==> config.mk <==
export PLATFORM = sky130hd
export DESIGN_NAME = xpath_absolute_path_rewriter_flat
export DESIGN_NICKNAME = d
export VERILOG_FILES = /design/src/rtl/xpr_pkg.sv /design/src/rtl/xpr_if.sv /design/src/rtl/xpr_front.sv /design/src/rtl/xpr_queue.sv /design/src/rtl/xpr_back.sv /design/src/rtl/xpath_absolute_path_rewriter.sv /design/src/flat_wrapper.sv
export SDC_FILE = /design/constraint.sdc
export NUM_CORES = 1
export LEC_CHECK = 0
export BUFFER_PORTS_ARGS = -buffer_cell sky130_fd_sc_hd__buf_2
export CORE_ASPECT_RATIO = 2
export CORE_UTILIZATION = 60
export DETAILED_ROUTE_END_ITERATION = 16
export PLACE_DENSITY = 0.87
export SLEW_MARGIN = 40
export SYNTH_ARGS = -nofsm -noshare
export SYNTH_HDL_FRONTEND = slang
export SYNTH_SLANG_ARGS = --single-unit
export TNS_END_PERCENT = 50
==> constraint.sdc <==
create_clock -name clk -period 4.9 [get_ports clk]
set_input_delay 0.735 -clock clk [delete_from_list [all_inputs] [get_ports clk]]
set_output_delay 0.735 -clock clk [all_outputs]
set_load 0.01 [all_outputs]
==> src/rtl/xpr_pkg.sv <==
`default_nettype none

package xpr_pkg;

    // Default depth of the queue between the classifier and the expander.
    localparam int QUEUE_DEPTH = 4;

    // Byte codes the rewriter looks for or produces.
    localparam logic [7:0] CH_SLASH  = 8'h2F;  // /
    localparam logic [7:0] CH_SQUOTE = 8'h27;  // '
    localparam logic [7:0] CH_DQUOTE = 8'h22;  // "

    // The expansion of an absolute slash.
    localparam logic [7:0] ABS_SEQ [4] = '{8'h2F, 8'h5F, 8'h72, 8'h2F};

    // Byte counts saturate here.
    localparam logic [2:0] COUNT_SAT = 3'd4;

    typedef enum logic [1:0] {
        Q_NONE   = 2'd0,
        Q_SINGLE = 2'd1,
        Q_DOUBLE = 2'd2
    } quote_t;

    // What a released held slash expands to.
    typedef enum logic [1:0] {
        PRE_NONE,
        PRE_PLAIN,
        PRE_ABS
    } pre_t;

    // What the current byte itself produces.
    typedef enum logic [1:0] {
        BODY_NONE,
        BODY_BYTE,
        BODY_PLAIN,
        BODY_ABS
    } body_t;

    // One queued work item: everything the expander needs for one input byte.
    typedef struct packed {
        pre_t        pre;
        body_t       body;
        logic [7:0]  byte_val;
        logic        last;
    } xpr_desc_t;

endpackage

`default_nettype wire

==> src/rtl/xpr_if.sv <==
`default_nettype none

// Input channel: one expression byte per transaction.
interface xpr_in_if;
    logic       valid;
    logic       ready;
    logic [7:0] in_byte;
    logic       in_last;

    modport source (output valid, output in_byte, output in_last, input ready);
    modport sink   (input valid, input in_byte, input in_last, output ready);
endinterface

// Output channel: one rewritten byte per transaction.
interface xpr_out_if;
    logic       valid;
    logic       ready;
    logic [7:0] out_byte;
    logic       run_end;
    logic       text_end;

    modport source (output valid, output out_byte, output run_end, output text_end,
                     input ready);
    modport sink   (input valid, input out_byte, input run_end, input text_end,
                    output ready);
endinterface

`default_nettype wire

==> src/rtl/xpr_front.sv <==
`default_nettype none

module xpr_front
    import xpr_pkg::*;
(
    input  wire logic      clk,
    input  wire logic      rst_n,
    xpr_in_if.sink         expr,
    input  wire logic      push_ready,
    output xpr_desc_t      push_desc,
    output logic           push_valid
);

    function automatic logic is_space(input logic [7:0] c);
        return c == 8'h20 || c == 8'h09 || c == 8'h0A || c == 8'h0D;
    endfunction

    function automatic logic closes_operand(input logic [7:0] c);
        return is_space(c) || c == 8'h29 || c == 8'h5D || c == 8'h2A ||
               c == CH_SQUOTE || c == CH_DQUOTE;
    endfunction

    function automatic logic is_boundary(input logic [7:0] c);
        return c == 8'h28 || c == 8'h7C || c == 8'h2C || c == 8'h3D || c == 8'h3C ||
               c == 8'h3E || c == 8'h2B || c == 8'h2D || c == 8'h5B || c == 8'h21;
    endfunction

    function automatic logic three_letter_word(input logic [7:0] b2, input logic [7:0] b1,
                                               input logic [7:0] b0);
        return (b2 == 8'h61 && b1 == 8'h6E && b0 == 8'h64) ||
               (b2 == 8'h64 && b1 == 8'h69 && b0 == 8'h76) ||
               (b2 == 8'h6D && b1 == 8'h6F && b0 == 8'h64);
    endfunction

    quote_t      quote_reg, quote_next;
    logic        held_reg, held_next;
    logic        held_abs_reg, held_abs_next;
    logic [23:0] recent_reg, recent_next;
    logic [31:0] window_reg, window_next;
    logic [2:0]  solid_pos_reg, solid_pos_next;
    logic        solid_seen_reg, solid_seen_next;
    logic [2:0]  count_reg, count_next;

    logic        accept;
    logic        absolute;
    logic [7:0]  c;
    logic [7:0]  b0, b1, b2, b3;

    assign c      = expr.in_byte;
    assign b0     = window_reg[7:0];
    assign b1     = window_reg[15:8];
    assign b2     = window_reg[23:16];
    assign b3     = window_reg[31:24];
    assign accept = expr.valid && expr.ready;

    assign expr.ready = push_ready;

    // A slash starts an absolute path after nothing, after a boundary character,
    // or after a word operator that follows the end of an operand.
    always_comb
    begin
        absolute = !solid_seen_reg || is_boundary(b0) ||
                   (solid_pos_reg >= 3'd2 && b1 == 8'h6F && b0 == 8'h72 &&
                    closes_operand(b2)) ||
                   (solid_pos_reg >= 3'd3 && three_letter_word(b2, b1, b0) &&
                    closes_operand(b3));
    end

    always_comb
    begin
        quote_next      = quote_reg;
        held_next       = held_reg;
        held_abs_next   = held_abs_reg;
        window_next     = window_reg;
        solid_pos_next  = solid_pos_reg;
        solid_seen_next = solid_seen_reg;
        recent_next     = {recent_reg[15:0], c};
        count_next      = (count_reg < COUNT_SAT) ? count_reg + 3'd1 : count_reg;

        push_desc.pre      = PRE_NONE;
        push_desc.body     = BODY_BYTE;
        push_desc.byte_val = c;
        push_desc.last     = expr.in_last;

        if (held_reg)
        begin
            push_desc.pre = (c != CH_SLASH && held_abs_reg) ? PRE_ABS : PRE_PLAIN;
            held_next     = 1'b0;
            held_abs_next = 1'b0;
        end

        if (quote_reg != Q_NONE)
        begin
            if ((quote_reg == Q_SINGLE && c == CH_SQUOTE) ||
                (quote_reg == Q_DOUBLE && c == CH_DQUOTE))
            begin
                quote_next = Q_NONE;
            end
        end
        else if (c == CH_SQUOTE)
        begin
            quote_next = Q_SINGLE;
        end
        else if (c == CH_DQUOTE)
        begin
            quote_next = Q_DOUBLE;
        end
        else if (c == CH_SLASH)
        begin
            if (expr.in_last)
            begin
                push_desc.body = absolute ? BODY_ABS : BODY_PLAIN;
            end
            else
            begin
                push_desc.body = BODY_NONE;
                held_next      = 1'b1;
                held_abs_next  = absolute;
            end
        end

        if (!is_space(c))
        begin
            window_next     = {recent_reg, c};
            solid_pos_next  = count_reg;
            solid_seen_next = 1'b1;
        end

        if (expr.in_last)
        begin
            quote_next      = Q_NONE;
            held_next       = 1'b0;
            held_abs_next   = 1'b0;
            recent_next     = '0;
            window_next     = '0;
            solid_pos_next  = '0;
            solid_seen_next = 1'b0;
            count_next      = '0;
        end

        push_valid = accept && !(push_desc.pre == PRE_NONE && push_desc.body == BODY_NONE);
    end

    always_ff @(posedge clk or negedge rst_n)
    begin
        if (!rst_n)
        begin
            quote_reg      <= Q_NONE;
            held_reg       <= 1'b0;
            held_abs_reg   <= 1'b0;
            recent_reg     <= '0;
            window_reg     <= '0;
            solid_pos_reg  <= '0;
            solid_seen_reg <= 1'b0;
            count_reg      <= '0;
        end
        else if (accept)
        begin
            quote_reg      <= quote_next;
            held_reg       <= held_next;
            held_abs_reg   <= held_abs_next;
            recent_reg     <= recent_next;
            window_reg     <= window_next;
            solid_pos_reg  <= solid_pos_next;
            solid_seen_reg <= solid_seen_next;
            count_reg      <= count_next;
        end
    end

endmodule

`default_nettype wire

==> src/rtl/xpr_queue.sv <==
`default_nettype none

module xpr_queue
    import xpr_pkg::*;
#(
    parameter int DEPTH = QUEUE_DEPTH
)
(
    input  wire logic      clk,
    input  wire logic      rst_n,
    input  wire logic      push_valid,
    input  xpr_desc_t      push_desc,
    output logic           push_ready,
    output logic           head_valid,
    output xpr_desc_t      head_desc,
    input  wire logic      pop
);

    localparam int PTR_W = (DEPTH > 1) ? $clog2(DEPTH) : 1;
    localparam int CNT_W = $clog2(DEPTH + 1);
    localparam logic [PTR_W-1:0] PTR_LAST = PTR_W'(DEPTH - 1);
    localparam logic [CNT_W-1:0] CNT_FULL = CNT_W'(DEPTH);

    xpr_desc_t        slots_reg [DEPTH];
    logic [PTR_W-1:0] wr_ptr_reg, wr_ptr_next;
    logic [PTR_W-1:0] rd_ptr_reg, rd_ptr_next;
    logic [CNT_W-1:0] count_reg, count_next;
    logic             do_push, do_pop;

    assign push_ready = count_reg != CNT_FULL;
    assign head_valid = count_reg != '0;
    assign head_desc  = slots_reg[rd_ptr_reg];
    assign do_push    = push_valid && push_ready;
    assign do_pop     = pop && head_valid;

    always_comb
    begin
        wr_ptr_next = wr_ptr_reg;
        rd_ptr_next = rd_ptr_reg;
        count_next  = count_reg;
        if (do_push)
        begin
            wr_ptr_next = (wr_ptr_reg == PTR_LAST) ? '0 : wr_ptr_reg + PTR_W'(1);
        end
        if (do_pop)
        begin
            rd_ptr_next = (rd_ptr_reg == PTR_LAST) ? '0 : rd_ptr_reg + PTR_W'(1);
        end
        if (do_push && !do_pop)
        begin
            count_next = count_reg + CNT_W'(1);
        end
        else if (do_pop && !do_push)
        begin
            count_next = count_reg - CNT_W'(1);
        end
    end

    always_ff @(posedge clk or negedge rst_n)
    begin
        if (!rst_n)
        begin
            wr_ptr_reg <= '0;
            rd_ptr_reg <= '0;
            count_reg  <= '0;
        end
        else
        begin
            wr_ptr_reg <= wr_ptr_next;
            rd_ptr_reg <= rd_ptr_next;
            count_reg  <= count_next;
        end
    end

    always_ff @(posedge clk)
    begin
        if (do_push)
        begin
            slots_reg[wr_ptr_reg] <= push_desc;
        end
    end

endmodule

`default_nettype wire

==> src/rtl/xpr_back.sv <==
`default_nettype none

module xpr_back
    import xpr_pkg::*;
(
    input  wire logic      clk,
    input  wire logic      rst_n,
    input  wire logic      head_valid,
    input  xpr_desc_t      head_desc,
    output logic           pop,
    xpr_out_if.source      result
);

    logic [2:0] idx_reg, idx_next;
    logic [2:0] pre_len, body_len;
    logic [3:0] total;
    logic [2:0] final_idx;
    logic [1:0] rel;
    logic       in_pre;
    logic       accept;

    always_comb
    begin
        case (head_desc.pre)
            PRE_PLAIN: pre_len = 3'd1;
            PRE_ABS:   pre_len = 3'd4;
            default:   pre_len = 3'd0;
        endcase
        case (head_desc.body)
            BODY_BYTE, BODY_PLAIN: body_len = 3'd1;
            BODY_ABS:              body_len = 3'd4;
            default:               body_len = 3'd0;
        endcase
        total     = {1'b0, pre_len} + {1'b0, body_len};
        final_idx = 3'(total - 4'd1);
        in_pre    = idx_reg < pre_len;
        rel       = 2'(idx_reg - pre_len);

        if (in_pre)
        begin
            result.out_byte = (head_desc.pre == PRE_ABS) ? ABS_SEQ[idx_reg[1:0]] : CH_SLASH;
        end
        else
        begin
            case (head_desc.body)
                BODY_ABS:   result.out_byte = ABS_SEQ[rel];
                BODY_PLAIN: result.out_byte = CH_SLASH;
                default:    result.out_byte = head_desc.byte_val;
            endcase
        end

        result.valid    = head_valid;
        result.run_end  = idx_reg == final_idx;
        result.text_end = result.run_end && head_desc.last;

        accept   = result.valid && result.ready;
        pop      = accept && result.run_end;
        idx_next = idx_reg;
        if (accept)
        begin
            idx_next = result.run_end ? '0 : idx_reg + 3'd1;
        end
    end

    always_ff @(posedge clk or negedge rst_n)
    begin
        if (!rst_n)
        begin
            idx_reg <= '0;
        end
        else
        begin
            idx_reg <= idx_next;
        end
    end

endmodule

`default_nettype wire

==> src/rtl/xpath_absolute_path_rewriter.sv <==
// The first byte produced by an input transaction is offered in the cycle after it if the
// queue was empty. Throughput: one input transaction per cycle while the queue has room;
// the output side delivers one byte per cycle while the consumer is ready, and an absolute
// slash is four bytes, a plain byte one. The queue depth sets how much input is absorbed.
// Reset: rst_n is asynchronous and active low; it empties the queue and clears all state.
`default_nettype none

// Top level of the XPath absolute-path rewriter.
//
// The design is split into a classifier front end, a small descriptor queue and a
// byte expander back end. The front end takes one expression byte per transaction,
// tracks quoted literals and the recent non-whitespace context, and decides for every
// slash whether it begins an absolute location path. A slash outside a literal is held
// until the following byte arrives, because the first slash of a double slash is never
// rewritten; on the final byte of the expression it is judged at once.
//
// For every input byte that yields output, the front end pushes one descriptor into the
// queue: what the released held slash expands to (nothing, a plain slash, or "/_r/"),
// what the current byte yields, and whether it ends the expression. The back end walks
// each descriptor one output byte per cycle while the consumer is ready, and flags the last
// byte of each descriptor with run_end, and the final byte of the expression with text_end.
//
// Input ready depends only on the queue fill level, so a stalled consumer never reaches
// the input combinationally, and the producer keeps streaming while the back end works.
module xpath_absolute_path_rewriter
    import xpr_pkg::*;
#(
    parameter int QDEPTH = QUEUE_DEPTH
)
(
    input  wire logic      clk,
    input  wire logic      rst_n,
    xpr_in_if.sink         expr,
    xpr_out_if.source      result
);

    xpr_desc_t push_desc;
    logic      push_valid;
    logic      push_ready;
    xpr_desc_t head_desc;
    logic      head_valid;
    logic      pop;

    xpr_front u_front
    (
        .clk        (clk),
        .rst_n      (rst_n),
        .expr       (expr),
        .push_ready (push_ready),
        .push_desc  (push_desc),
        .push_valid (push_valid)
    );

    xpr_queue #(
        .DEPTH (QDEPTH)
    ) u_queue
    (
        .clk        (clk),
        .rst_n      (rst_n),
        .push_valid (push_valid),
        .push_desc  (push_desc),
        .push_ready (push_ready),
        .head_valid (head_valid),
        .head_desc  (head_desc),
        .pop        (pop)
    );

    xpr_back u_back
    (
        .clk        (clk),
        .rst_n      (rst_n),
        .head_valid (head_valid),
        .head_desc  (head_desc),
        .pop        (pop),
        .result     (result)
    );

endmodule

`default_nettype wire
==> src/flat_wrapper.sv <==
// flat-port wrapper written by rule: the top's interface ports become plain ports
module xpath_absolute_path_rewriter_flat import xpr_pkg::*;
#(
    parameter int QDEPTH = QUEUE_DEPTH
)
  (clk, rst_n, expr_valid, expr_in_byte, expr_in_last, expr_ready, result_valid, result_out_byte, result_run_end, result_text_end, result_ready);
  xpr_in_if expr_i ();
  xpr_out_if result_i ();
  input  wire logic clk;
  input  wire logic rst_n;
  input wire logic [$bits(expr_i.valid)-1:0] expr_valid;
  input wire logic [$bits(expr_i.in_byte)-1:0] expr_in_byte;
  input wire logic [$bits(expr_i.in_last)-1:0] expr_in_last;
  output wire logic [$bits(expr_i.ready)-1:0] expr_ready;
  output wire logic [$bits(result_i.valid)-1:0] result_valid;
  output wire logic [$bits(result_i.out_byte)-1:0] result_out_byte;
  output wire logic [$bits(result_i.run_end)-1:0] result_run_end;
  output wire logic [$bits(result_i.text_end)-1:0] result_text_end;
  input wire logic [$bits(result_i.ready)-1:0] result_ready;
  assign expr_i.valid = expr_valid;
  assign expr_i.in_byte = expr_in_byte;
  assign expr_i.in_last = expr_in_last;
  assign expr_ready = expr_i.ready;
  assign result_valid = result_i.valid;
  assign result_out_byte = result_i.out_byte;
  assign result_run_end = result_i.run_end;
  assign result_text_end = result_i.text_end;
  assign result_i.ready = result_ready;
  xpath_absolute_path_rewriter #(.QDEPTH(QDEPTH)) u_core (.clk(clk), .rst_n(rst_n), .expr(expr_i), .result(result_i));
endmodule
; Yosys cells after proc, flatten, opt, wreduce, memory -nomap -nowiden
; Memory sizes are Yosys's and may differ from the RTL's.
; Cells that the tools add are included.
[word_totals]
latchBits = 0
word_cells = 212
inputBits = 13
ram_bits = 52
mem_bits_ro = 0
mem_count = 1
out_inout_bits = 12
regBits = 77
[op_classes]
n_shift = 0
magnitude_cmp = 6
n_reduce_logical = 73
addsub = 9
eq_ne = 58
div_mod_pow = 0
n_bitwise = 2
muxes = 51
n_mul = 0
[mem_list]
columns = name, words, width, read_ports, rd_ports_with_merged_regs, wr, line_no
row1 = u_core.u_queue.slots_reg, 4, 13, 1, 0, 1, xpr_queue.sv:24  ; xpr_desc_t slots_reg [DEPTH];
[ops]
columns = op, n
row1 = $eq 8x6->1 const B, 22
row2 = $eq 8x7->1 const B, 13
row3 = $eq 8x4->1 const B, 9
row4 = $mux 32, 2
row5 = $mux 8, 6
row6 = $logic_or 1x1->1, 34
row7 = $bmux 8 s2, 2
row8 = $mux 2, 14
row9 = $logic_and 1x1->1, 24
row10 = $mux 24, 1
row11 = $mux 3, 7
row12 = $mux 1, 16
row13 = $pmux 8 s2, 1
row14 = $eq 2x2->1 const B, 6
row15 = $pmux 3 s2, 2
row16 = $add 3x1->3 const B, 3
row17 = $ne 8x6->1 const B, 1
row18 = $eq 2x1->1 const B, 3
row19 = $ge 3x2->1 const B, 2
row20 = $ge 3x3->1 const B, 2
row21 = $not 2->3, 2
row22 = $reduce_bool 2->1, 3
row23 = $sub 3x1->3 const B, 2
row24 = $add 2x1->2 const B, 2
row25 = 15 further kinds, 20

; Longest topological paths before layout
; Gate-level depths: netlist of run 1.
[logic_depth]
ltp_word = 28
ltp_mapped = 17
ltp_nobuf = 15

; Modules after synthesis
; A second synthesis of run 1 with hierarchy kept.
[hier_totals]
cells_unflattened = 504
area_unflattened_um2 = 6124.6
[by_module_without_submodules]
columns = module, instances, area_each_um2, seq_area_each_um2, cells_per_inst
row1 = xpr_front, 1, 3229.3, 1676.6, 332
row2 = xpr_queue, 1, 2351.0, 1736.7, 105
row3 = xpr_back, 1, 544.3, 75.1, 67

; Worst setup path before layout of run 1
; OpenSTA, ideal clock, no wires.
[synth_timing]
path_kind = reg-to-reg
start = register u_core.u_queue.rd_ptr_reg[0]
end = register u_core.u_queue.count_reg[1]
setup_ns = 0.125
stages_incl_launch_ff = 16
required_time_ns = 4.775
path_slack_ns = 1.230
n_path_buf = 2
synth_period_minus_slack_ns = 3.670
arrival_ns = 3.545
cell_sequence = dfrtp_1 -> buf_6 -> buf_2 -> mux4_2 -> inv_1 -> ha_1 -> ha_1 -> xnor2_1 -> nor4_1 -> mux2i_2 -> a21boi_2 -> inv_1 -> ha_1 -> inv_1 -> fa_1 -> mux2_2
[synth_via]
elab_chain_cells = 12
word_cells_on_any_way = 19
classes_between = add/sub: 2 / eq/ne: 6 / mux: 3 / reduce/logical: 7 / memory: 1
[synth_lines]
columns = element, line_no
row1 = from (decl), xpr_queue.sv:26  ; logic [PTR_W-1:0] rd_ptr_reg, rd_ptr_next;
row2 = from (signal assigned), xpr_queue.sv:70  ; rd_ptr_reg <= rd_ptr_next;
row3 = $mem_v2 4x13 *, -
row4 = $eq 2x2->1 / $eq 2x1->1 (equally long branches), xpr_back.sv:29  ; case (head_desc.body)
row5 = $reduce_or 2->1, xpr_back.sv:29
row6 = $pmux 3 s2, xpr_back.sv:29
row7 = $add 3x3->3 *, xpr_back.sv:34  ; total = {1'b0, pre_len} + {1'b0, body_len};
row8 = $sub 3x1->3 *, xpr_back.sv:35  ; final_idx = 3'(total - 4'd1);
row9 = $eq 3x3->1 *, xpr_back.sv:53  ; result.run_end = idx_reg == final_idx;
row10 = $logic_and 1x1->1 *, xpr_back.sv:57  ; pop = accept && result.run_end;
row11 = $logic_and 1x1->1 *, xpr_queue.sv:34  ; assign do_pop = pop && head_valid;
row12 = $logic_not 1->1 *, xpr_queue.sv:49  ; if (do_push && !do_pop)
row13 = $logic_and 1x1->1 *, xpr_queue.sv:49
row14 = $mux 3 *, xpr_queue.sv:49
row15 = via u_core.u_queue.count_next[1], xpr_queue.sv:27  ; logic [CNT_W-1:0] count_reg, count_next;
row16 = to (signal assigned), xpr_queue.sv:71  ; count_reg <= count_next;
row17 = to (decl), xpr_queue.sv:27
; The timed path passes the listed nets; every way through them passes the cells marked *.
; A chain may end at the register's enable or synchronous reset.

; Worst setup path after layout of run 1
[layout_timing]
start = register u_core.u_queue.rd_ptr_reg[0]
end = output result_out_byte[6]
[layout_via]
elab_chain_cells = 10
word_cells_on_any_way = 15
classes_between = add/sub: 1 / order compare: 1 / eq/ne: 4 / mux: 7 / bitwise: 1 / memory: 1
[layout_lines]
columns = element, line_no
row1 = $mem_v2 4x13 *, -
row2 = $eq 2x2->1 / $eq 2x1->1 (equally long branches), "xpr_back.sv:24, xpr_back.sv:41"
row3 = $pmux 3 s2, xpr_back.sv:24  ; case (head_desc.pre)
row4 = $sub 2x2->2, xpr_back.sv:37  ; rel = 2'(idx_reg - pre_len);
row5 = $not 2->3 (implied by the code), xpr_back.sv:46  ; BODY_ABS: result.out_byte = ABS_SEQ[rel];
row6 = $bmux 8 s2, xpr_back.sv:46
row7 = $mux 8 (implied by the code) (2 in series), xpr_back.sv:46
row8 = $pmux 8 s2, xpr_back.sv:45  ; case (head_desc.body)
row9 = $mux 8 *, xpr_back.sv:39  ; if (in_pre)
row10 = to (decl), flat_wrapper.sv:16  ; output wire logic [$bits(result_i.out_byte)-1:0] result_out_byte;
; Every way passes the cells marked *; elsewhere a longest branch is shown, timed or not. The select of a mux whose other input is x is not followed.

==> results of run 1 <==
[cells by family after synthesis]
| logic type | Yosys count | synth area share |
|---|---|---|
| AO/OA/AOI/OAI | 94 | 0.0998 |
| XOR/XNOR | 7 | 0.0101 |
| adder cells (fa/ha/maj) | 18 | 0.0383 |
| buffers and inverters | 61 | 0.0439 |
| flip-flops | 129 | 0.575 |
| multiplexers | 42 | 0.0991 |
| AND/OR/NAND/NOR | 152 | 0.134 |
[cells in the mapped netlist (8+ instances only)]
library cell / instances
dfrtp_1: 77
nand2_1: 61
edfxtp_1: 52
o21ai_0: 44
inv_1: 39
mux2i_1: 21
ha_1: 17
nor3_1: 15
mux4_2: 12
nor2_1: 11
a22o_1: 10
clkbuf_1: 9
nand3_1: 9
a21oi_1: 8
[power groups by stage]
| stage | clock network, mW | logic (mW) | registers [mW] |
|---|---|---|---|
| final | 1.32 | 1.35 | 1.60 |
| after detailed placement | 0 | 1.34 | 1.61 |
| after global placement | 0 | 1.27 | 1.60 |
| after global routing | 1.38 | 1.50 | 1.63 |
| after CTS | 1.33 | 1.37 | 1.60 |
| after floorplan | 0 | 1.05 | 1.51 |
[metrics by stage]
step / cell area [sq um] / worst slack (ns)
finish: 6890 / 0.756
global route: 6890 / 0.547
CTS: 6890 / 0.425
detailed placement: 6270 / 0.697
global placement: 6260 / 0.891
floorplan: 6070 / 1.23
[final cells by class]
type	instances	share of cell area
multi-input cells	313	0.337
clock buffers	20	0.0679
repair buffers	26	0.0205
flip-flops and latches	129	0.506
inverters	40	0.0218
well taps	132	0.0240
clock inverters	12	0.0223
[per-layer routing]
metal / vias to the layer above / share of wire / global-route usage / wire, um
li1: 1866 / - / - / -
met4: 0 / 0.041 / 0.167 / 521
met3: 40 / 0.033 / 0.0711 / 415
met1: 1996 / 0.35 / 0.265 / 4410
met5: - / 0 / 0 / 0
met2: 119 / 0.58 / 0.494 / 7410
[path summary, 6_finish.rpt]
kind                                            endpoint  slack (ns)  depth (start not counted)                           from
max                                   result_out_byte[6]        0.76                          9   u_core.u_queue.rd_ptr_reg[0]
min                        u_core.u_front.recent_reg[19]        0.32                          1                          rst_n
max reg2reg                  u_core.u_queue.count_reg[1]        0.89                         13   u_core.u_queue.rd_ptr_reg[0]
min reg2reg                u_core.u_front.recent_reg[19]        0.48                          2  u_core.u_front.recent_reg[19]
max in group asynchronous   u_core.u_front.recent_reg[4]        4.06                          1                          rst_n
min in group clk           u_core.u_front.recent_reg[19]        0.48                          2  u_core.u_front.recent_reg[19]
==> metrics.txt, run 1 <==
# TYPE chip_impl_metric gauge
chip_impl_metric{name="dieArea",unit="sq um"} 10500
chip_impl_metric{name="final_antenna_net_count",unit=""} 0
chip_impl_metric{name="numPlacedInstances",unit=""} 640
chip_impl_metric{name="switching_power",unit="mW"} 1.46
chip_impl_metric{name="largest_register_ff_count",unit=""} 52
chip_impl_metric{name="synth_seq_area_share",unit=""} 0.575
chip_impl_metric{name="fp.dieW",unit="um"} 73.1
chip_impl_info{name="ctsRootBufferMaster",value="clkbuf_16"} 1
chip_impl_metric{name="sequentialPowerShare",unit=""} 0.375
chip_impl_info{name="critPathTopFamily",value="compound AO/OA/AOI/OAI gates"} 1
chip_impl_info{name="final_common_cell",value="dfrtp_1"} 1
chip_impl_metric{name="htree_levels",unit=""} 4
chip_impl_metric{name="worstSkewPairLatency",unit="ns"} 0.41
chip_impl_metric{name="worst-slew-pin-transition",unit="ns"} 0.741
chip_impl_info{name="setup.worst_path.end_class",value="output port"} 1
chip_impl_metric{name="worst_ir_drop_vdd",unit="V"} 0.000381
chip_impl_metric{name="design.final.nets",unit=""} 558
chip_impl_metric{name="clk_pin_slew",unit="ns"} 0.06
chip_impl_metric{name="synth-warning-count",unit=""} 0
chip_impl_metric{name="cap_violations",unit=""} 0
chip_impl_metric{name="route.detailed.wl_per_inst",unit="um"} 19.0
chip_impl_metric{name="portion_of_total_power_attributed_to_the_clock_network",unit=""} 0.308
chip_impl_metric{name="pin_count_of_the_biggest_net_entering_global_routing",unit=""} 78
chip_impl_info{name="tritoncts",value="built"} 1
chip_impl_metric{name="grt.overflow.total",unit=""} 0
chip_impl_metric{name="antenna-diode-count",unit=""} 0
chip_impl_metric{name="finalHoldViolations",unit=""} 0
chip_impl_metric{name="dp_hpwl",unit="mm"} 8.93
chip_impl_metric{name="route.final.wire_length",unit="mm"} 12.8
chip_impl_metric{name="post_synth_instance_area",unit="sq um"} 6070
chip_impl_metric{name="post_cts_buffers",unit=""} 0
chip_impl_metric{name="holdBufCountCts",unit=""} 0
chip_impl_metric{name="postSynth.asyncResetShare",unit=""} 0.597
chip_impl_metric{name="final.setup_skew",unit="ns"} 0.00828
chip_impl_metric{name="clock_tree.buffer_depth",unit=""} 2
chip_impl_metric{name="grt_usage",unit=""} 0.272
chip_impl_metric{name="intPower",unit="mW"} 2.81
chip_impl_metric{name="regArea",unit="sq um"} 3490
chip_impl_metric{name="number_of_global_route_vias_before_repair",unit=""} 4250
chip_impl_info{name="cpMaxStageDelayCell",value="dfrtp_2"} 1
chip_impl_info{name="hold_path_class",value="primary input to asynchronous set/reset pin"} 1
chip_impl_metric{name="cp_data_required_time",unit="ns"} 4.16
chip_impl_metric{name="place.port_buffers",unit=""} 24
chip_impl_metric{name="area_delta_synth_final",unit="%"} 13.5
chip_impl_info{name="synth_top_cells_by_area",value="dfrtp_1 32%, edfxtp_1 26%, mux4_2 4.5%"} 1
chip_impl_info{name="synth.largest_area_cell",value="dfrtp_1"} 1
chip_impl_metric{name="floorplan.rows",unit=""} 51
chip_impl_metric{name="drt_drc_violations_left",unit=""} 0
chip_impl_metric{name="post_synth_num_cell_types",unit=""} 62
chip_impl_info{name="ys_dominant_reg_cell",value="dfrtp_1"} 1
chip_impl_metric{name="die_height",unit="um"} 144
chip_impl_metric{name="drt-initial-drc-count",unit=""} 238
chip_impl_metric{name="synth_enable_flop_cells",unit=""} 52
chip_impl_metric{name="gp_congestion",unit=""} 0.824
chip_impl_metric{name="floorplan.core_area",unit="sq um"} 9760
chip_impl_metric{name="path_max_fanout",unit=""} 16
chip_impl_metric{name="yosys.area.top_type_share",unit=""} 0.317
chip_impl_metric{name="num_vias",unit=""} 4021
chip_impl_info{name="grt_setup_unrepaired",value="no"} 1
chip_impl_metric{name="design.portCount",unit=""} 25
chip_impl_metric{name="initial_core_util",unit=""} 0.622
chip_impl_metric{name="wire_length_of_the_first_global_routing_pass",unit="mm"} 20.7
chip_impl_metric{name="cts_buffers",unit=""} 17
chip_impl_metric{name="drive_above_1_share",unit=""} 0.161
chip_impl_metric{name="leakagePower",unit="nW"} 2.87
chip_impl_metric{name="postSynthCellCount",unit=""} 503
chip_impl_metric{name="n_fill_cell",unit=""} 648
chip_impl_metric{name="setup-tns-final",unit="ns"} 0
chip_impl_metric{name="final.hold.worst_slack",unit="ns"} 0.322
chip_impl_metric{name="maxSlewViolCount",unit=""} 0
chip_impl_info{name="mostFrequentLayoutCells",value="76 x dfrtp_1, 60 x nand2_1, 52 x edfxtp_1"} 1
chip_impl_metric{name="final-setup-viol-count",unit=""} 0
chip_impl_info{name="startpoint_type",value="register"} 1
chip_impl_metric{name="finish.cell_count_without_fillers",unit=""} 672
chip_impl_metric{name="timing.final.crit_share",unit=""} 0.846
chip_impl_metric{name="max_slew_margin",unit=""} 0.506
chip_impl_metric{name="power.combinational.fraction",unit=""} 0.317
chip_impl_metric{name="detail_route.vias_per_cell",unit=""} 5.98
chip_impl_metric{name="synth_nets",unit=""} 534
chip_impl_metric{name="swShare",unit=""} 0.342
chip_impl_metric{name="postCtsResizedCells",unit=""} 0
chip_impl_metric{name="critical_path.n_buffers_inverters",unit=""} 2
chip_impl_metric{name="power-per-cell-area",unit="nW/um^2"} 619
chip_impl_metric{name="post_synth.cell_area_avg",unit="sq um"} 12.1
chip_impl_metric{name="first_pass_iters",unit=""} 5
chip_impl_info{name="crit_path_cell_trace",value="mux4_2 -> nor2b_4 -> inv_1 -> ha_1 -> a21oi_1 -> nor3b_1 -> a31oi_1 -> o21ai_0 -> buf_2"} 1
chip_impl_metric{name="layout_min_cycle_time",unit="ns"} 4.14
chip_impl_metric{name="critical_path.max_stage_delay",unit="ns"} 0.66
chip_impl_info{name="run_status",value="complete, no violations"} 1
chip_impl_metric{name="cp.arrival",unit="ns"} 3.41
chip_impl_info{name="path_class",value="register to output port"} 1
chip_impl_metric{name="clock_sinks",unit=""} 129
chip_impl_metric{name="post-route-util",unit=""} 0.706
chip_impl_metric{name="postSynthRegisterBits",unit=""} 129
chip_impl_metric{name="total_power",unit="mW"} 4.27
chip_impl_metric{name="antenna_found_initial",unit=""} 0
chip_impl_metric{name="multi_input_area",unit="sq um"} 2320
chip_impl_metric{name="maximum_clock_rate",unit="MHz"} 241
Note: power is estimated with default switching activity, not from simulation.
==> run 2, diff against run 1 <==
- CORE_UTILIZATION: 60 -> 56
- PLACE_DENSITY: 0.87 -> 0.85
- clock period: 4.9 -> 3.55 ns (I/O delays scaled with it)
==> run 2 against run 1 <==
  * The run now ends with setup timing left
  * Hold slack got worse by 0.19 ns
  * Combinational power increased by 88%
  * Count of clock-buffer cells in the layout shrank 2
  * Via count rose by 3.5%
  * Final cell count up 2.4%
  * Core utilization is 3.1 points lower
  * Clock skew hardly changed
  * Sequential share of layout area shrank 1.6 points
==> metrics.txt, run 2 (synthesis gave the netlist of run 1 again) <==
# TYPE chip_impl_metric gauge
chip_impl_metric{name="pin_count_of_the_biggest_net_entering_global_routing",unit=""} 78
chip_impl_metric{name="floorplan.rows",unit=""} 53
chip_impl_metric{name="grt.overflow.total",unit=""} 0
chip_impl_info{name="run_status",value="finished, violations left"} 1
chip_impl_info{name="tritoncts",value="built"} 1
chip_impl_info{name="cpMaxStageDelayCell",value="mux4_2"} 1
chip_impl_metric{name="power.combinational.fraction",unit=""} 0.389
chip_impl_metric{name="worstSetupPathDepth",unit=""} 10
chip_impl_metric{name="drt_drc_violations_left",unit=""} 0
chip_impl_metric{name="path_max_fanout",unit=""} 5
chip_impl_metric{name="drt-initial-drc-count",unit=""} 286
chip_impl_metric{name="number_of_global_route_vias_before_repair",unit=""} 4324
chip_impl_metric{name="dpl-instance-area",unit="sq um"} 6340
chip_impl_metric{name="wire_length_of_the_first_global_routing_pass",unit="mm"} 21.2
chip_impl_metric{name="intPower",unit="mW"} 4.17
chip_impl_metric{name="swShare",unit=""} 0.362
chip_impl_metric{name="total_power",unit="mW"} 6.53
chip_impl_metric{name="worstSkewPairLatency",unit="ns"} 0.41
chip_impl_metric{name="finalHoldViolations",unit=""} 0
chip_impl_metric{name="maxSlewViolCount",unit=""} 0
chip_impl_metric{name="clock_tree.buffer_depth",unit=""} 2
chip_impl_metric{name="drive_above_1_share",unit=""} 0.212
chip_impl_metric{name="dieArea",unit="sq um"} 11300
chip_impl_metric{name="grt_usage",unit=""} 0.263
chip_impl_metric{name="dp_hpwl",unit="mm"} 8.95
chip_impl_metric{name="route.detailed.wl_per_inst",unit="um"} 20.7
chip_impl_info{name="grt_setup_unrepaired",value="yes"} 1
chip_impl_metric{name="detail_route.vias_per_cell",unit=""} 6.05
chip_impl_metric{name="design.portCount",unit=""} 25
chip_impl_metric{name="initial_core_util",unit=""} 0.576
chip_impl_metric{name="setup-tns-final",unit="ns"} -0.160
chip_impl_metric{name="switching_power",unit="mW"} 2.36
chip_impl_metric{name="layout_min_cycle_time",unit="ns"} 3.68
chip_impl_info{name="crit_path_cell_trace",value="mux4_2 -> inv_2 -> ha_4 -> ha_4 -> xnor2_4 -> nor4_2 -> mux2i_2 -> nand2_1 -> and2_1 -> buf_2"} 1
chip_impl_metric{name="critical_path.max_stage_delay",unit="ns"} 0.56
chip_impl_metric{name="fp.dieW",unit="um"} 75.6
chip_impl_metric{name="clock_sinks",unit=""} 129
chip_impl_metric{name="cts_buffers",unit=""} 17
chip_impl_info{name="worst_path_most_repeated_cell",value="ha_4"} 1
chip_impl_metric{name="num_vias",unit=""} 4161
chip_impl_info{name="setup.worst_path.end_class",value="output port"} 1
chip_impl_metric{name="maximum_clock_rate",unit="MHz"} 272
chip_impl_metric{name="max_slew_margin",unit=""} 0.526
chip_impl_metric{name="final-setup-viol-count",unit=""} 2
chip_impl_info{name="ctsRootBufferMaster",value="clkbuf_16"} 1
chip_impl_metric{name="portion_of_total_power_attributed_to_the_clock_network",unit=""} 0.274
chip_impl_metric{name="gp_congestion",unit=""} 0.858
chip_impl_metric{name="worst-slew-pin-transition",unit="ns"} 0.711
chip_impl_metric{name="power-per-cell-area",unit="nW/um^2"} 917
chip_impl_metric{name="layout_setup_ws",unit="ns"} -0.132
chip_impl_metric{name="antenna_found_initial",unit=""} 0
chip_impl_metric{name="die_height",unit="um"} 149
chip_impl_metric{name="worstRegToRegCells",unit=""} 15
chip_impl_info{name="violations",value="setup timing"} 1
chip_impl_info{name="hold_path_class",value="primary input to asynchronous set/reset pin"} 1
chip_impl_metric{name="first_pass_iters",unit=""} 4
chip_impl_metric{name="htree_levels",unit=""} 4
chip_impl_metric{name="timing.final.crit_share",unit=""} 1.04
chip_impl_metric{name="cp_data_required_time",unit="ns"} 3.02
chip_impl_info{name="final_common_cell",value="dfrtp_1"} 1
chip_impl_metric{name="design.final.nets",unit=""} 569
chip_impl_info{name="startpoint_type",value="register"} 1
chip_impl_metric{name="clk_pin_slew",unit="ns"} 0.06
chip_impl_info{name="mostFrequentLayoutCells",value="76 x dfrtp_1, 60 x nand2_1, 52 x edfxtp_1"} 1
chip_impl_metric{name="leakagePower",unit="nW"} 2.92
chip_impl_metric{name="sequentialPowerShare",unit=""} 0.337
chip_impl_metric{name="antenna-diode-count",unit=""} 0
chip_impl_metric{name="final.setup_skew",unit="ns"} 0.00781
chip_impl_metric{name="critical_path.n_buffers_inverters",unit=""} 2
chip_impl_metric{name="area_delta_synth_final",unit="%"} 17.3
chip_impl_info{name="critPathTopFamily",value="multiplexers"} 1
chip_impl_metric{name="final_antenna_net_count",unit=""} 0
chip_impl_metric{name="route.final.wire_length",unit="mm"} 14.2
chip_impl_metric{name="place.port_buffers",unit=""} 24
chip_impl_metric{name="worst_ir_drop_vdd",unit="V"} 0.000526
chip_impl_info{name="path_class",value="register to output port"} 1
chip_impl_metric{name="largest_register_ff_count",unit=""} 52
chip_impl_metric{name="floorplan.core_area",unit="sq um"} 10500
chip_impl_metric{name="cap_violations",unit=""} 0
chip_impl_metric{name="cp.arrival",unit="ns"} 3.15
chip_impl_metric{name="layout.cell_area.non_filler",unit="sq um"} 7120
[run 2: worst paths after layout]
kind	startpoint	to	slack (ns)
worst max-delay path	u_core.u_queue.rd_ptr_reg[0]	result_text_end	-0.13
worst min-delay path	rst_n	u_core.u_front.recent_reg[16]	0.13
worst max register to register	u_core.u_queue.rd_ptr_reg[0]	u_core.u_queue.count_reg[2]	-0.03
worst min register to register	u_core.u_front.solid_seen_reg	u_core.u_front.solid_seen_reg	0.47
max in group asynchronous	rst_n	u_core.u_queue.rd_ptr_reg[0]	2.90
min in group clk	expr_in_byte[4]	u_core.u_queue.slots_reg[3][5]	0.44
[run 2: layout make-up]
type,instances,area (sq um)
repair buffers,37,224
inverters,40,150
multi-input cells,313,2470
clock buffers,18,429
clock inverters,14,183
flip-flops and latches,129,3490
well taps,137,171
fillers,716,3420
[run 2: timing repair]
| item | 4_1_cts | 5_1_grt |
|---|---|---|
| endpoints found under the hold margin | 0 | 0 |
| endpoints found under the setup margin | 11 | 11 |
| setup buffers | 2 | 4 |
| hold buffers | 0 | 0 |
| pin swaps | 1 | 7 |
| gates resized for setup | 6 | 19 |
[run 2: through the flow]
step	hold slack [ns]	util	worst slack, ns	std cells
detailed placement	0.463	0.601	-0.0340	650
CTS	0.169	0.664	0.0158	684
global route	0.190	0.675	-0.217	688
finish	0.129	0.675	-0.132	688
floorplan	0.237	-	0.0363	503
global placement	0.464	0.600	0.120	650
[run 2: power groups by stage]
stage / clock network, mW / logic (mW) / registers (mW)
after floorplan: 0 / 1.53 / 2.09
after global placement: 0 / 1.92 / 2.15
after detailed placement: 0 / 2.03 / 2.19
after CTS: 1.80 / 2.21 / 2.17
after global routing: 1.87 / 2.80 / 2.23
final: 1.79 / 2.54 / 2.20
[run 2: layer usage]
metal  wire, um  global-route usage
met5          0                   0
met4        673               0.147
met3        459              0.0642
met2       8200               0.474
met1       4910               0.261
==> run 3, diff against run 2 <==
- CORE_UTILIZATION: 56 -> 60
- PLACE_DENSITY: 0.85 -> 0.87
- REMOVE_ABC_BUFFERS: not set -> 1
- clock period: 3.55 -> 4 ns (I/O delays scaled with it)
==> run 3 against run 2 <==
  * The flow now finishes without violations
  * Total power is 20% lower
  * First-iteration DRC count fell by 19%
  * Global-route usage increased by 0.92 points
  * Non-clock buffer count shrank 9
  * Critical path depth is the same
  * Combinational power decreased by 33%
  * Core utilization is 2.9 points higher
  * Count of clock-buffer cells in the layout is the same
  * Worst setup slack better by 0.37 ns
  * Hold slack better by 0.083 ns
  * Clock power shrank 13%
  * Die area shrank 6.5%
  * Critical path type unchanged
  * Largest cell class unchanged
  * Largest power group is now sequential cells
==> metrics.txt, run 3 (synthesis gave the netlist of run 1 again) <==
# TYPE chip_impl_metric gauge
chip_impl_info{name="run_status",value="complete, no violations"} 1
chip_impl_metric{name="clk_pin_slew",unit="ns"} 0.06
chip_impl_metric{name="dp_hpwl",unit="mm"} 8.79
chip_impl_metric{name="floorplan.rows",unit=""} 51
chip_impl_metric{name="cp_data_required_time",unit="ns"} 3.40
chip_impl_metric{name="antenna_found_initial",unit=""} 0
chip_impl_metric{name="post_cts_buffers",unit=""} 0
chip_impl_metric{name="power-per-cell-area",unit="nW/um^2"} 756
chip_impl_metric{name="pin_count_of_the_biggest_net_entering_global_routing",unit=""} 78
chip_impl_metric{name="drive_above_1_share",unit=""} 0.162
chip_impl_metric{name="cap_violations",unit=""} 0
chip_impl_metric{name="drt-initial-drc-count",unit=""} 233
chip_impl_metric{name="number_of_global_route_vias_before_repair",unit=""} 4287
chip_impl_info{name="mostFrequentLayoutCells",value="75 x dfrtp_1, 60 x nand2_1, 52 x edfxtp_1"} 1
chip_impl_metric{name="htree_levels",unit=""} 4
chip_impl_metric{name="r2r_setup_slack",unit="ns"} 0.29
chip_impl_metric{name="max_slew_margin",unit=""} 0.518
chip_impl_metric{name="setup-tns-final",unit="ns"} 0
chip_impl_metric{name="dieArea",unit="sq um"} 10500
chip_impl_info{name="tritoncts",value="built"} 1
chip_impl_info{name="final_common_cell",value="dfrtp_1"} 1
chip_impl_metric{name="grt.overflow.total",unit=""} 0
chip_impl_metric{name="cts_buffers",unit=""} 17
chip_impl_info{name="startpoint_type",value="register"} 1
chip_impl_metric{name="path_max_fanout",unit=""} 9
chip_impl_metric{name="final-setup-viol-count",unit=""} 0
chip_impl_metric{name="met2RoutedLength",unit="mm"} 7.49
chip_impl_metric{name="leakagePower",unit="nW"} 2.85
chip_impl_metric{name="drt_drc_violations_left",unit=""} 0
chip_impl_info{name="worst_flop_to_flop_path_startpoint",value="u_core.u_queue.rd_ptr_reg[0]"} 1
chip_impl_metric{name="worstSkewPairLatency",unit="ns"} 0.41
chip_impl_metric{name="route.final.wire_length",unit="mm"} 12.9
chip_impl_metric{name="detail_route.vias_per_cell",unit=""} 6.08
chip_impl_metric{name="worst-slew-pin-transition",unit="ns"} 0.723
chip_impl_metric{name="floorplan.core_area",unit="sq um"} 9760
chip_impl_metric{name="holdBufCountCts",unit=""} 0
chip_impl_metric{name="final.hold.worst_slack",unit="ns"} 0.213
chip_impl_metric{name="wire_length_of_the_first_global_routing_pass",unit="mm"} 20.7
chip_impl_metric{name="initial_core_util",unit=""} 0.622
chip_impl_metric{name="maxSlewViolCount",unit=""} 0
chip_impl_metric{name="cp.arrival",unit="ns"} 3.16
chip_impl_metric{name="num_vias",unit=""} 4100
chip_impl_metric{name="design.final.nets",unit=""} 560
chip_impl_metric{name="finalHoldViolations",unit=""} 0
chip_impl_info{name="ctsRootBufferMaster",value="clkbuf_16"} 1
chip_impl_metric{name="first_pass_iters",unit=""} 6
chip_impl_metric{name="clock_tree.buffer_depth",unit=""} 2
chip_impl_metric{name="route.detailed.wl_per_inst",unit="um"} 19.1
chip_impl_metric{name="final.setup_skew",unit="ns"} 0.00694
chip_impl_metric{name="antenna-diode-count",unit=""} 0
chip_impl_metric{name="worstRegToRegCells",unit=""} 13
chip_impl_metric{name="area_delta_synth_final",unit="%"} 13.3
chip_impl_metric{name="postCtsResizedCells",unit=""} 0
chip_impl_info{name="worst_r2r_endpoint",value="u_core.u_queue.count_reg[1]"} 1
chip_impl_metric{name="grt_usage",unit=""} 0.272
chip_impl_metric{name="fp.dieW",unit="um"} 73.1
chip_impl_metric{name="drt-met1-wl",unit="mm"} 4.46
chip_impl_metric{name="clock_sinks",unit=""} 129
chip_impl_info{name="route.top_layer_used",value="met4"} 1
chip_impl_metric{name="place_worst_setup_slack",unit="ns"} 0.176
chip_impl_metric{name="timing.final.crit_share",unit=""} 0.940
chip_impl_metric{name="maximum_clock_rate",unit="MHz"} 266
chip_impl_metric{name="layout_min_cycle_time",unit="ns"} 3.76
chip_impl_metric{name="design.portCount",unit=""} 25
chip_impl_metric{name="layout_setup_ws",unit="ns"} 0.241
chip_impl_info{name="grt_setup_unrepaired",value="no"} 1
chip_impl_info{name="hold_path_class",value="primary input to asynchronous set/reset pin"} 1
chip_impl_metric{name="final_antenna_net_count",unit=""} 0
chip_impl_metric{name="wl_met3",unit="um"} 431
chip_impl_info{name="path_class",value="register to output port"} 1
chip_impl_metric{name="gp_congestion",unit=""} 0.834
chip_impl_metric{name="place.port_buffers",unit=""} 24
chip_impl_metric{name="largest_register_ff_count",unit=""} 52
chip_impl_metric{name="worst_ir_drop_vdd",unit="V"} 0.000414
chip_impl_metric{name="die_height",unit="um"} 144
chip_impl_info{name="setup.worst_path.end_class",value="output port"} 1
-- run 3: worst max-delay path by stage --
stage | slack, ns | start | depth (start not counted) | to
2_1_floorplan | 0.24 | u_core.u_queue.rd_ptr_reg[0] | 13 | u_core.u_queue.count_reg[1]
3_3_place_gp | 0.36 | u_core.u_queue.rd_ptr_reg[0] | 13 | u_core.u_queue.count_reg[1]
3_5_place_dp | 0.18 | u_core.u_queue.rd_ptr_reg[0] | 14 | u_core.u_queue.count_reg[2]
4_1_cts | 0.05 | u_core.u_queue.rd_ptr_reg[0] | 8 | result_out_byte[1]
5_1_grt | 0.06 | u_core.u_queue.rd_ptr_reg[0] | 15 | u_core.u_queue.count_reg[2]
6_report | 0.24 | u_core.u_queue.rd_ptr_reg[0] | 10 | result_text_end
-- run 3: worst max-delay path, stage by stage (launching register included) --
cell	delay, ns
dfrtp_2	0.50
mux4_2	0.57
inv_1	0.08
ha_1	0.24
ha_1	0.30
xnor2_1	0.29
nor4_1	0.10
mux2i_2	0.26
nand2_1	0.13
and2_1	0.15
buf_2	0.13
-- run 3: power by group --
group          switching [mW]  internal [mW]  leakage (nW)
Sequential              0.258           1.69          1.50
Clock                   0.583          0.977         0.278
Combinational           0.957          0.736          1.07
-- run 3: cell type report --
type	count	area, sq um
timing repair buffer	28	156
fill	617	2890
clock inverter	14	164
multi-input combinational	313	2320
tap	132	165
clock buffer	18	429
inverter	40	150
sequential	129	3490
-- run 3: per-layer routing --
layer | track usage | vias up
met5 | 0 | -
met4 | 0.148 | 0
met3 | 0.0523 | 46
met2 | 0.507 | 151
met1 | 0.274 | 2038
li1 | - | 1865
-- run 3: through the flow --
stage               std cells  power (mW)  area [sq um]   util
floorplan                 482        3.08          5950      -
global placement          642        3.51          6270  0.643
detailed placement        642        3.63          6280  0.643
CTS                       674        5.21          6870  0.704
global route              674        5.48          6880  0.704
finish                    674        5.20          6880  0.704
